**src/hdl/lobm_pkg.sv**
```systemverilog
`timescale 1ns / 1ps
// ----------------------------------------------------------------------------
// lobm_pkg
// Shared types, field widths, codes and controller interface of the order book
// matcher.
// ----------------------------------------------------------------------------
package lobm_pkg;

    localparam int ORDER_SLOTS_DEF = 64;

    localparam int OP_W      = 2;
    localparam int ID_W      = 64;
    localparam int PRICE_W   = 24;
    localparam int QTY_W     = 32;
    localparam int ARR_W     = 32;
    localparam int RKIND_W   = 3;
    localparam int CNT_OUT_W = 7;

    // operation codes
    localparam logic [OP_W-1:0] OP_ADD    = 2'd0;
    localparam logic [OP_W-1:0] OP_CANCEL = 2'd1;
    localparam logic [OP_W-1:0] OP_MODIFY = 2'd2;
    localparam logic [OP_W-1:0] OP_NONE   = 2'd3;

    // result kinds
    localparam logic [RKIND_W-1:0] RK_TRADE   = 3'd0;
    localparam logic [RKIND_W-1:0] RK_ACCEPT  = 3'd1;
    localparam logic [RKIND_W-1:0] RK_DUP     = 3'd2;
    localparam logic [RKIND_W-1:0] RK_NOCROSS = 3'd3;
    localparam logic [RKIND_W-1:0] RK_FULL    = 3'd4;
    localparam logic [RKIND_W-1:0] RK_CANCEL  = 3'd5;
    localparam logic [RKIND_W-1:0] RK_UNKNOWN = 3'd6;
    localparam logic [RKIND_W-1:0] RK_SIDE    = 3'd7;

    // one resting order
    typedef struct packed {
        logic [ID_W-1:0]    id;
        logic               side;
        logic [PRICE_W-1:0] price;
        logic [QTY_W-1:0]   rem;
        logic               kind;
    } t_slot;

    // one buffered result
    typedef struct packed {
        logic [RKIND_W-1:0] kind;
        logic [ID_W-1:0]    bid_id;
        logic [PRICE_W-1:0] bid_price;
        logic [ID_W-1:0]    ask_id;
        logic [PRICE_W-1:0] ask_price;
        logic [QTY_W-1:0]   qty;
    } t_res;

    typedef enum logic [4:0] {
        ST_IDLE,
        ST_SCAN,
        ST_DECIDE,
        ST_CHECK,
        ST_REN_LOAD,
        ST_REN_CAP,
        ST_REN_SCAN,
        ST_REN_STORE,
        ST_REN_COPY,
        ST_REN_WAIT,
        ST_WRITE_NEW,
        ST_MSTART,
        ST_MSCAN,
        ST_MDECIDE,
        ST_TRADE_B,
        ST_TRADE_A,
        ST_FINISH,
        ST_OUT_START,
        ST_OUT
    } t_state;

    // controller to datapath
    typedef struct packed {
        logic               scan_start;
        logic               scan_copy;
        logic               clr_found;
        logic               use_found_kind;
        logic               capture_free;
        logic               write_new;
        logic               ren_init;
        logic               ren_capture;
        logic               ren_store;
        logic               ren_finish;
        logic               trade_b;
        logic               trade_a;
        logic               finish;
        logic               push;
        logic [RKIND_W-1:0] push_kind;
        logic               buf_clear;
        logic               out_start;
    } t_cmd;

    // datapath to controller
    typedef struct packed {
        logic scan_done;
        logic found;
        logic side_diff;
        logic kind;
        logic can_cross;
        logic free_ok;
        logic wrap;
        logic ren_last;
        logic cross_now;
        logic out_done;
    } t_stat;

endpackage

```
**src/hdl/lobm_ctrl.sv**
```systemverilog
`timescale 1ns / 1ps
// ----------------------------------------------------------------------------
// lobm_ctrl
// Sequencer of the matcher: drives scans, checks, renumbering, trades and the
// result stream of one transaction at a time.
// ----------------------------------------------------------------------------
module lobm_ctrl (
    input  logic                      i_clk,
    input  logic                      i_rst_n,
    input  logic                      start,
    input  logic [lobm_pkg::OP_W-1:0] i_operation,
    input  lobm_pkg::t_stat           i_stat,
    output lobm_pkg::t_cmd            o_cmd,
    output logic                      busy
);
    import lobm_pkg::*;

    t_state          r_state, n_state;
    logic [OP_W-1:0] r_op;
    logic            accept;

    assign busy   = (r_state != ST_IDLE);
    assign accept = start && !busy;

    // state register and latched operation
    always_ff @(posedge i_clk) begin
        if (!i_rst_n) begin
            r_state <= ST_IDLE;
            r_op    <= OP_NONE;
        end else begin
            r_state <= n_state;
            if (accept) r_op <= i_operation;
        end
    end

    // next state
    always_comb begin
        n_state = r_state;
        unique case (r_state)
            ST_IDLE:      if (accept && i_operation != OP_NONE) n_state = ST_SCAN;
            ST_SCAN:      if (i_stat.scan_done) n_state = ST_DECIDE;
            ST_DECIDE: begin
                if (r_op == OP_ADD) begin
                    n_state = i_stat.found ? ST_OUT_START : ST_CHECK;
                end else if (r_op == OP_MODIFY) begin
                    n_state = (!i_stat.found || i_stat.side_diff) ? ST_OUT_START : ST_CHECK;
                end else begin
                    n_state = ST_OUT_START;
                end
            end
            ST_CHECK: begin
                if (i_stat.kind && !i_stat.can_cross) n_state = ST_OUT_START;
                else if (!i_stat.free_ok)             n_state = ST_OUT_START;
                else if (i_stat.wrap)                 n_state = ST_REN_LOAD;
                else                                  n_state = ST_WRITE_NEW;
            end
            ST_REN_LOAD:  n_state = ST_REN_CAP;
            ST_REN_CAP:   n_state = ST_REN_SCAN;
            ST_REN_SCAN:  if (i_stat.scan_done) n_state = ST_REN_STORE;
            ST_REN_STORE: n_state = i_stat.ren_last ? ST_REN_COPY : ST_REN_LOAD;
            ST_REN_COPY:  n_state = ST_REN_WAIT;
            ST_REN_WAIT:  if (i_stat.scan_done) n_state = ST_WRITE_NEW;
            ST_WRITE_NEW: n_state = ST_MSTART;
            ST_MSTART:    n_state = ST_MSCAN;
            ST_MSCAN:     if (i_stat.scan_done) n_state = ST_MDECIDE;
            ST_MDECIDE:   n_state = i_stat.cross_now ? ST_TRADE_B : ST_FINISH;
            ST_TRADE_B:   n_state = ST_TRADE_A;
            ST_TRADE_A:   n_state = ST_MSTART;
            ST_FINISH:    n_state = ST_OUT_START;
            ST_OUT_START: n_state = ST_OUT;
            ST_OUT:       if (i_stat.out_done) n_state = ST_IDLE;
            default:      n_state = ST_IDLE;
        endcase
    end

    // commands
    always_comb begin
        o_cmd = '0;
        unique case (r_state)
            ST_IDLE: begin
                // an ignored operation must not start a scan
                if (accept && i_operation != OP_NONE) begin
                    o_cmd.buf_clear  = 1'b1;
                    o_cmd.scan_start = 1'b1;
                end
            end
            ST_DECIDE: begin
                if (r_op == OP_ADD) begin
                    if (i_stat.found) begin
                        o_cmd.push      = 1'b1;
                        o_cmd.push_kind = RK_DUP;
                    end
                end else if (r_op == OP_MODIFY) begin
                    if (!i_stat.found) begin
                        o_cmd.push      = 1'b1;
                        o_cmd.push_kind = RK_UNKNOWN;
                    end else if (i_stat.side_diff) begin
                        o_cmd.push      = 1'b1;
                        o_cmd.push_kind = RK_SIDE;
                    end else begin
                        o_cmd.clr_found      = 1'b1;
                        o_cmd.use_found_kind = 1'b1;
                    end
                end else begin
                    o_cmd.push      = 1'b1;
                    o_cmd.push_kind = i_stat.found ? RK_CANCEL : RK_UNKNOWN;
                    o_cmd.clr_found = i_stat.found;
                end
            end
            ST_CHECK: begin
                if (i_stat.kind && !i_stat.can_cross) begin
                    o_cmd.push      = 1'b1;
                    o_cmd.push_kind = RK_NOCROSS;
                end else if (!i_stat.free_ok) begin
                    o_cmd.push      = 1'b1;
                    o_cmd.push_kind = RK_FULL;
                end else begin
                    o_cmd.capture_free = 1'b1;
                    o_cmd.ren_init     = i_stat.wrap;
                end
            end
            ST_REN_CAP: begin
                o_cmd.ren_capture = 1'b1;
                o_cmd.scan_start  = 1'b1;
            end
            ST_REN_STORE: o_cmd.ren_store = 1'b1;
            ST_REN_COPY: begin
                o_cmd.scan_start = 1'b1;
                o_cmd.scan_copy  = 1'b1;
            end
            ST_REN_WAIT:  o_cmd.ren_finish = i_stat.scan_done;
            ST_WRITE_NEW: o_cmd.write_new  = 1'b1;
            ST_MSTART:    o_cmd.scan_start = 1'b1;
            ST_TRADE_B:   o_cmd.trade_b    = 1'b1;
            ST_TRADE_A:   o_cmd.trade_a    = 1'b1;
            ST_FINISH:    o_cmd.finish     = 1'b1;
            ST_OUT_START: o_cmd.out_start  = 1'b1;
            ST_SCAN, ST_REN_LOAD, ST_REN_SCAN, ST_MSCAN, ST_MDECIDE, ST_OUT: ;
            default: ;
        endcase
    end

endmodule

```
**config.mk**
```make
export PLATFORM = sky130hd
export DESIGN_NAME = lobm_ctrl
export DESIGN_NICKNAME = d
export VERILOG_FILES = /design/src/hdl/lobm_pkg.sv /design/src/hdl/lobm_ctrl.sv
export SDC_FILE = /design/constraint.sdc
export NUM_CORES = 1
export LEC_CHECK = 0
export CORE_ASPECT_RATIO = 0.8
export CORE_MARGIN = 4
export CORE_UTILIZATION = 30
export CTS_BUF_LIST = sky130_fd_sc_hd__clkbuf_16
export CTS_CLUSTER_DIAMETER = 100
export DETAILED_ROUTE_END_ITERATION = 16
export DONT_BUFFER_PORTS = 1
export PLACE_DENSITY = 0.43
export SKIP_CTS_REPAIR_TIMING = 1
export SLEW_MARGIN = 20
export SYNTH_ARGS = -nofsm -noshare
export SYNTH_HDL_FRONTEND = slang
export SYNTH_SLANG_ARGS = --single-unit
```
**constraint.sdc**
```tcl
create_clock -name i_clk -period 2.8 [get_ports i_clk]
set_clock_uncertainty 0.2 [all_clocks]
set_input_delay 0.14 -clock i_clk [delete_from_list [all_inputs] [get_ports i_clk]]
set_output_delay 0.14 -clock i_clk [all_outputs]
set_load 0.03 [all_outputs]
```
* After elaboration in Yosys (flattened, before gate mapping)
Cells that the tools add are included.
** Word-level totals
- Bits in registers :: 7
- Word-level logic and storage cells :: 90
- Output and inout port bits :: 20
** Operators by class
- Equal/unequal tests :: 26
- Reductions and logical operators :: 13
- Muxes and demuxes :: 49
** Operator list (count)
- one-hot mux 5 bit (18 select lines) :: 1
- two-way mux 5 bit :: 13
- equality test 5 x 4 -> 1 bit (second input constant) :: 8
- two-way mux 4 bit :: 9
- equality test 5 x 3 -> 1 bit (second input constant) :: 4
- two-way mux 1 bit :: 19
- equality test 5 bit (second input constant) :: 3
- != test 2 bit (second input constant) :: 7
- equality test 5 x 2 -> 1 bit (second input constant) :: 2
- two-way mux 2 bit :: 5
- one-hot mux 4 bit (2 select lines) :: 1
- AND reduction 6 bit :: 1
- equality test 5 x 1 -> 1 bit (second input constant) :: 1
- zero test 5 bit :: 1
- nonzero test 5 bit :: 1
- logical AND 1 bit :: 3
- zero test 1 bit :: 3
- OR reduction 3 bit :: 1
- equality test 2 bit (second input constant) :: 1
- zero test 2 bit :: 1
- one-hot mux 1 bit (2 select lines) :: 1
- OR reduction 2 bit :: 1
- logical OR 1 bit :: 1

* Logic depth before layout (Yosys ltp)
Gate-level depths: netlist of the first run.
- Depth after elaboration :: 6
- Depth in mapped cells :: 7

* Least setup slack after synthesis of the first run
No wires, ideal clock.
- Kind :: reg2out
- Start point :: register r_state[3]
- End point :: output o_cmd[15] (netlist bit)
- Data arrival time :: 2.147 ns
- Setup slack :: 0.313 ns
- Stages on the path, launching flop included :: 6
- Data required time :: 2.460 ns
- Cell sequence :: dfxtp_1 > buf_6 > nand2b_4 > or4_1 > buf_2 > nor4b_1
** RTL lines
- start, declared :: line lobm_ctrl.sv:18 : t_state r_state, n_state;
- start signal, assigned :: line lobm_ctrl.sv:31 : r_state <= n_state;
- end, declared :: line lobm_ctrl.sv:13 : output lobm_pkg::t_cmd o_cmd,

==> results of run 1 <==
## kinds of logic (layout without fill, tap and decap cells)
kind of cell | count (synthesis) | count (layout) | synth area share
buf+inv | 15 | 28 | 0.0871
simple gates | 62 | 62 | 0.417
mux | 3 | 3 | 0.0389
compound gates | 32 | 32 | 0.272
xor+xnor | 1 | 1 | 0.0109
flops | 7 | 7 | 0.174
## per-stage QoR
stage / worst slack, ns / util / hold WS (ns) / std cells
global route: 0.0672 / 0.414 / 0.0496 / 169
global placement: 0.530 / 0.363 / 0.00562 / 160
floorplan: 0.313 / - / 0.00194 / 120
CTS: 0.254 / 0.394 / -0.229 / 164
finish: 0.274 / 0.414 / -0.0143 / 169
detailed placement: 0.498 / 0.363 / 0.00648 / 160
## synth_stat cells (2+ instances only)
| cell | instances |
|---|---|
| nand2_1 | 12 |
| nor2_1 | 12 |
| nor3_1 | 9 |
| a21oi_1 | 7 |
| dfxtp_1 | 7 |
| nor2b_1 | 7 |
| o21ai_0 | 7 |
| buf_2 | 5 |
| clkbuf_1 | 4 |
| inv_1 | 4 |
| nand2b_1 | 4 |
| nand3_1 | 4 |
| a32oi_1 | 2 |
| and3_1 | 2 |
| mux2i_1 | 2 |
| nor3b_1 | 2 |
| o21a_1 | 2 |
| o221ai_1 | 2 |
| o31ai_1 | 2 |
| or4_1 | 2 |
## flip-flops by register name, summed over array words and instances, names as in the netlist
name / flops
r_state: 5
r_op: 2
## per-layer routing
metal	GRT usage	up-vias	wire length, um
li1	-	458	-
met1	0.183	395	1150
met4	0.0207	0	31
met2	0.226	22	1100
met5	0	-	0
met3	0.0554	4	143
## worst paths after layout
path | depth (start not counted) | to
max | 4 | o_cmd[15]
min | 3 | r_op[1]
max reg2reg | 5 | r_op[0]
min reg2reg | 2 | r_op[1]
## power by group
group | switching (mW) | total [mW] | leakage, nW | internal (mW)
registers | 0.0978 | 0.227 | 0.0573 | 0.129
clock network | 0.0531 | 0.239 | 0.0423 | 0.186
logic | 0.326 | 0.522 | 0.307 | 0.196
## layout make-up
class	count	area, sq um
clock buffers	3	75.1
clock inverters	1	3.75
fillers	279	1470
inverters	4	15.0
multi-input cells	98	594
flip-flops and latches	7	140
well taps	36	45.0
repair buffers	20	163
## worst min-delay path: stages
cell	delay (ns)
nand3_1	0.10
mux2i_1	0.09
nand2_1	0.06
==> flow_summary.ini, run 1 <==
[worst_setup_path]
path_class = reg2out
critPathRequiredTime_ns = 2.46
critPathBufInv = 1
crit_chain = nand2b_4 > or4_1 > nor4b_1 > buf_4
slowest_delay_ns = 0.73
critical-path-slowest-cell = dfxtp_1
crit_start = r_state[1]
regToRegSetupSlack_ns = 0.32
arrival_ns = 2.19
crit_path_end_kind = output port
crit_family = simple AND/OR/NAND/NOR gates
rr_startpoint = r_state[1]
crit_fanout = 18
start_kind = flop

[die]
io_pins = 35
initial_core_util = 0.322
floorplan.rows = 16
die_h_um = 54.3
dieArea_sq_um = 3580
core-area_sq_um = 2500
die_w_um = 65.9

[cts]
cts_num_sinks = 7
cts_buffers = 3
insertion_delay_ns = 0.23
cts_tree = built
clockBufferDepth = 2
clockRootBuffer = clkbuf_16
htree_levels = 1
clk_pin_slew_ns = 0.04

[synth]
syn_nets = 135
synth_area_leaders = dfxtp_1, nor3_1, nand2_1
synth_cell_types = 42
seq_area_frac_synth = 0.174
synth_ff_type = dfxtp_1
ys_warn_count = 0
yosys.area.top_type_share = 0.174
postSynthAreaPerCell_sq_um = 6.70
synth_edf_count = 0
async_reset_ff_frac = 0
synthesis.area_sq_um = 805
synthCells = 120
synth_seq_cells = 7
synth_top_area_cell = dfxtp_1

[finish]
stdcell_area_sq_um = 1040
nets = 149
final_cell_mix = buf_4, nor2_1, nand2_1
final_common_cell = buf_4
diodes = 0
drive_gt1_frac = 0.173
area_delta_synth_final_pct = 28.8

[placement]
port_buffers = 0
post-dp-hpwl_um = 1830
placed_area_sq_um = 907
place.gp.congestion = 0.722

[sta]
period_needed_ns = 2.53
rsz0062_at_grt = false
finalCritPeriodShare = 0.902
finalSetupViolCount = 0
slew_violations = 0
fin_hold_ws_ns = -0.0143
worst_pin_slew_ns = 0.659
max_freq_mhz = 396
maxSlewHeadroom = 0.560
tns_ns = 0
hold_viol_final = 1

[hold_path]
hp-start = start
hold_path_class = in2reg

[global_route]
globalRouteOverflowTotal = 0
grt_pass1_wl_um = 3930
grt_max_degree = 20
grt_pass1_vias = 815
antenna_found_initial = 0
grt_usage = 0.141

[run_status]
status = complete, but fails checks
violations = negative hold slack

[drt]
viasPerCell = 5.20
drtIter0Drc = 44
drcViolationCount = 0
dr.pass1.iters = 4
vias = 879
drtAntennaViolNets = 0
routed_wl_um = 2420
routedWlPerCell_um = 14.3

[pwr]
p_total_uw = 987
cellLeakagePower_nw = 0.407
power_density_nw_per_um2 = 953
vdd_drop_max_v = 0.000401

[flow_run]
drv_cap = 0
No activity file was read; power rests on OpenSTA's default activity.
==> run 2, diff against run 1 <==
- CELL_PAD_IN_SITES_DETAIL_PLACEMENT: unset -> 1
- CELL_PAD_IN_SITES_GLOBAL_PLACEMENT: unset -> 1
- CORE_MARGIN: 4 -> unset
- PLACE_DENSITY: 0.43 -> 0.58
==> flow_summary.ini, run 2 (synthesis results as in run 1) <==
[worst_setup_path]
critPathRequiredTime_ns = 2.46
start_kind = flop
crit_path_end_kind = output port
rr_startpoint = r_state[1]
reg2reg_depth = 5
regToRegSetupSlack_ns = 0.34
arrival_ns = 2.18
crit_fanout = 18
r2r-end = r_op[0]
path_class = reg2out

[placement]
placed_area_sq_um = 907
post-dp-hpwl_um = 1870
place_ws_ns = 0.526
port_buffers = 0
place.gp.congestion = 0.715

[cts]
clockRootBuffer = clkbuf_16
insertion_delay_ns = 0.23
clk_pin_slew_ns = 0.03
clockBufferDepth = 2
htree_levels = 1
cts_buffers = 3
cts_tree = built
cts_num_sinks = 7

[global_route]
grt_max_degree = 24
grt_usage = 0.174
grt_pass1_wl_um = 3820
grt_pass1_vias = 830
antenna_found_initial = 0
globalRouteOverflowTotal = 0

[drt]
dr.pass1.iters = 4
drcViolationCount = 0
drtAntennaViolNets = 0
routedWlPerCell_um = 14.8
viasPerCell = 5.39
vias = 911
drtIter0Drc = 53
routed_wl_um = 2500

[die]
core-area_sq_um = 2500
die_w_um = 59.9
initial_core_util = 0.322
floorplan.rows = 16
die_h_um = 48.3
dieArea_sq_um = 2890
io_pins = 35

[finish]
final_util = 0.414
largest_reg_flops = 5
drive_gt1_frac = 0.173
top_register = r_state
stdcell_area_sq_um = 1040
nets = 149
largest_registers = r_state x5, r_op x2
fill_cells = 324
diodes = 0
area_delta_synth_final_pct = 28.8
final_common_cell = buf_4
final_cell_mix = buf_4, nor2_1, nand2_1

[flow_run]
drv_cap = 0

[sta]
tns_ns = 0
worst_pin_slew_ns = 0.713
rsz0062_at_grt = false
hold_viol_final = 1
max_freq_mhz = 397
maxSlewHeadroom = 0.524
finalSetupViolCount = 0
period_needed_ns = 2.52
finalCritPeriodShare = 0.900
fin_hold_ws_ns = -0.0226
slew_violations = 0
finalWorstSetupSlack_ns = 0.280

[run_status]
status = complete, but fails checks
violations = negative hold slack

[pwr]
vdd_drop_max_v = 0.000496
power_density_nw_per_um2 = 951
cellLeakagePower_nw = 0.407

[hold_path]
hp-start = start
hold_path_class = in2reg
min_delay_path_depth = 3
hold-path-endpoint = r_op[1]
-- run 2: cell counts in the layout (fill, tap and decap cells not counted) --
Identical to the previous run, type by type.
-- run 2: metrics by stage --
step | cells | total power [mW]
6_report | 169 | 0.985
5_1_grt | 169 | 1.05
4_1_cts | 164 | 0.977
3_5_place_dp | 160 | 0.731
3_3_place_gp | 160 | 0.725
2_1_floorplan | 120 | 0.628
-- run 2: how the worst max path moves through the flow --
stage / depth (start not counted) / slack, ns / endpoint / start
2_1_floorplan: 5 / 0.31 / o_cmd[15] / r_state[3]
3_3_place_gp: 4 / 0.58 / o_cmd[15] / r_state[1]
3_5_place_dp: 4 / 0.53 / r_state[0] / r_state[1]
4_1_cts: 4 / 0.28 / o_cmd[15] / r_state[1]
5_1_grt: 4 / 0.17 / o_cmd[15] / r_state[1]
6_report: 4 / 0.28 / o_cmd[15] / r_state[1]
-- run 2: routing by layer --
metal	up-vias	routed length, um	track usage	part of all wire
met5	-	0	0	0
met4	0	0	0.0233	0
met2	19	1150	0.270	0.46
met1	434	1230	0.231	0.49
met3	0	119	0.0668	0.048
li1	458	-	-	-
-- run 2: critical path: stages (launching register included) --
cell      delay, ns
dfxtp_1        0.77
nand2b_4       0.10
or4_1          0.54
nor4b_1        0.33
buf_4          0.21
-- run 2: power breakdown --
| group | internal (mW) | total, mW | switching, mW |
|---|---|---|---|
| registers | 0.129 | 0.247 | 0.118 |
| clock network | 0.186 | 0.240 | 0.0540 |
| logic | 0.191 | 0.499 | 0.308 |
| total | 0.505 | 0.985 | 0.480 |
-- run 2: final cells by class --
cell class,count,area [sq um],area share
multi-input cells,98,594,0.574
inverters,4,15.0,0.0145
clock buffers,3,75.1,0.0725
repair buffers,20,163,0.157
well taps,36,45.0,0.0435
clock inverters,1,3.75,0.00362
flip-flops and latches,7,140,0.135
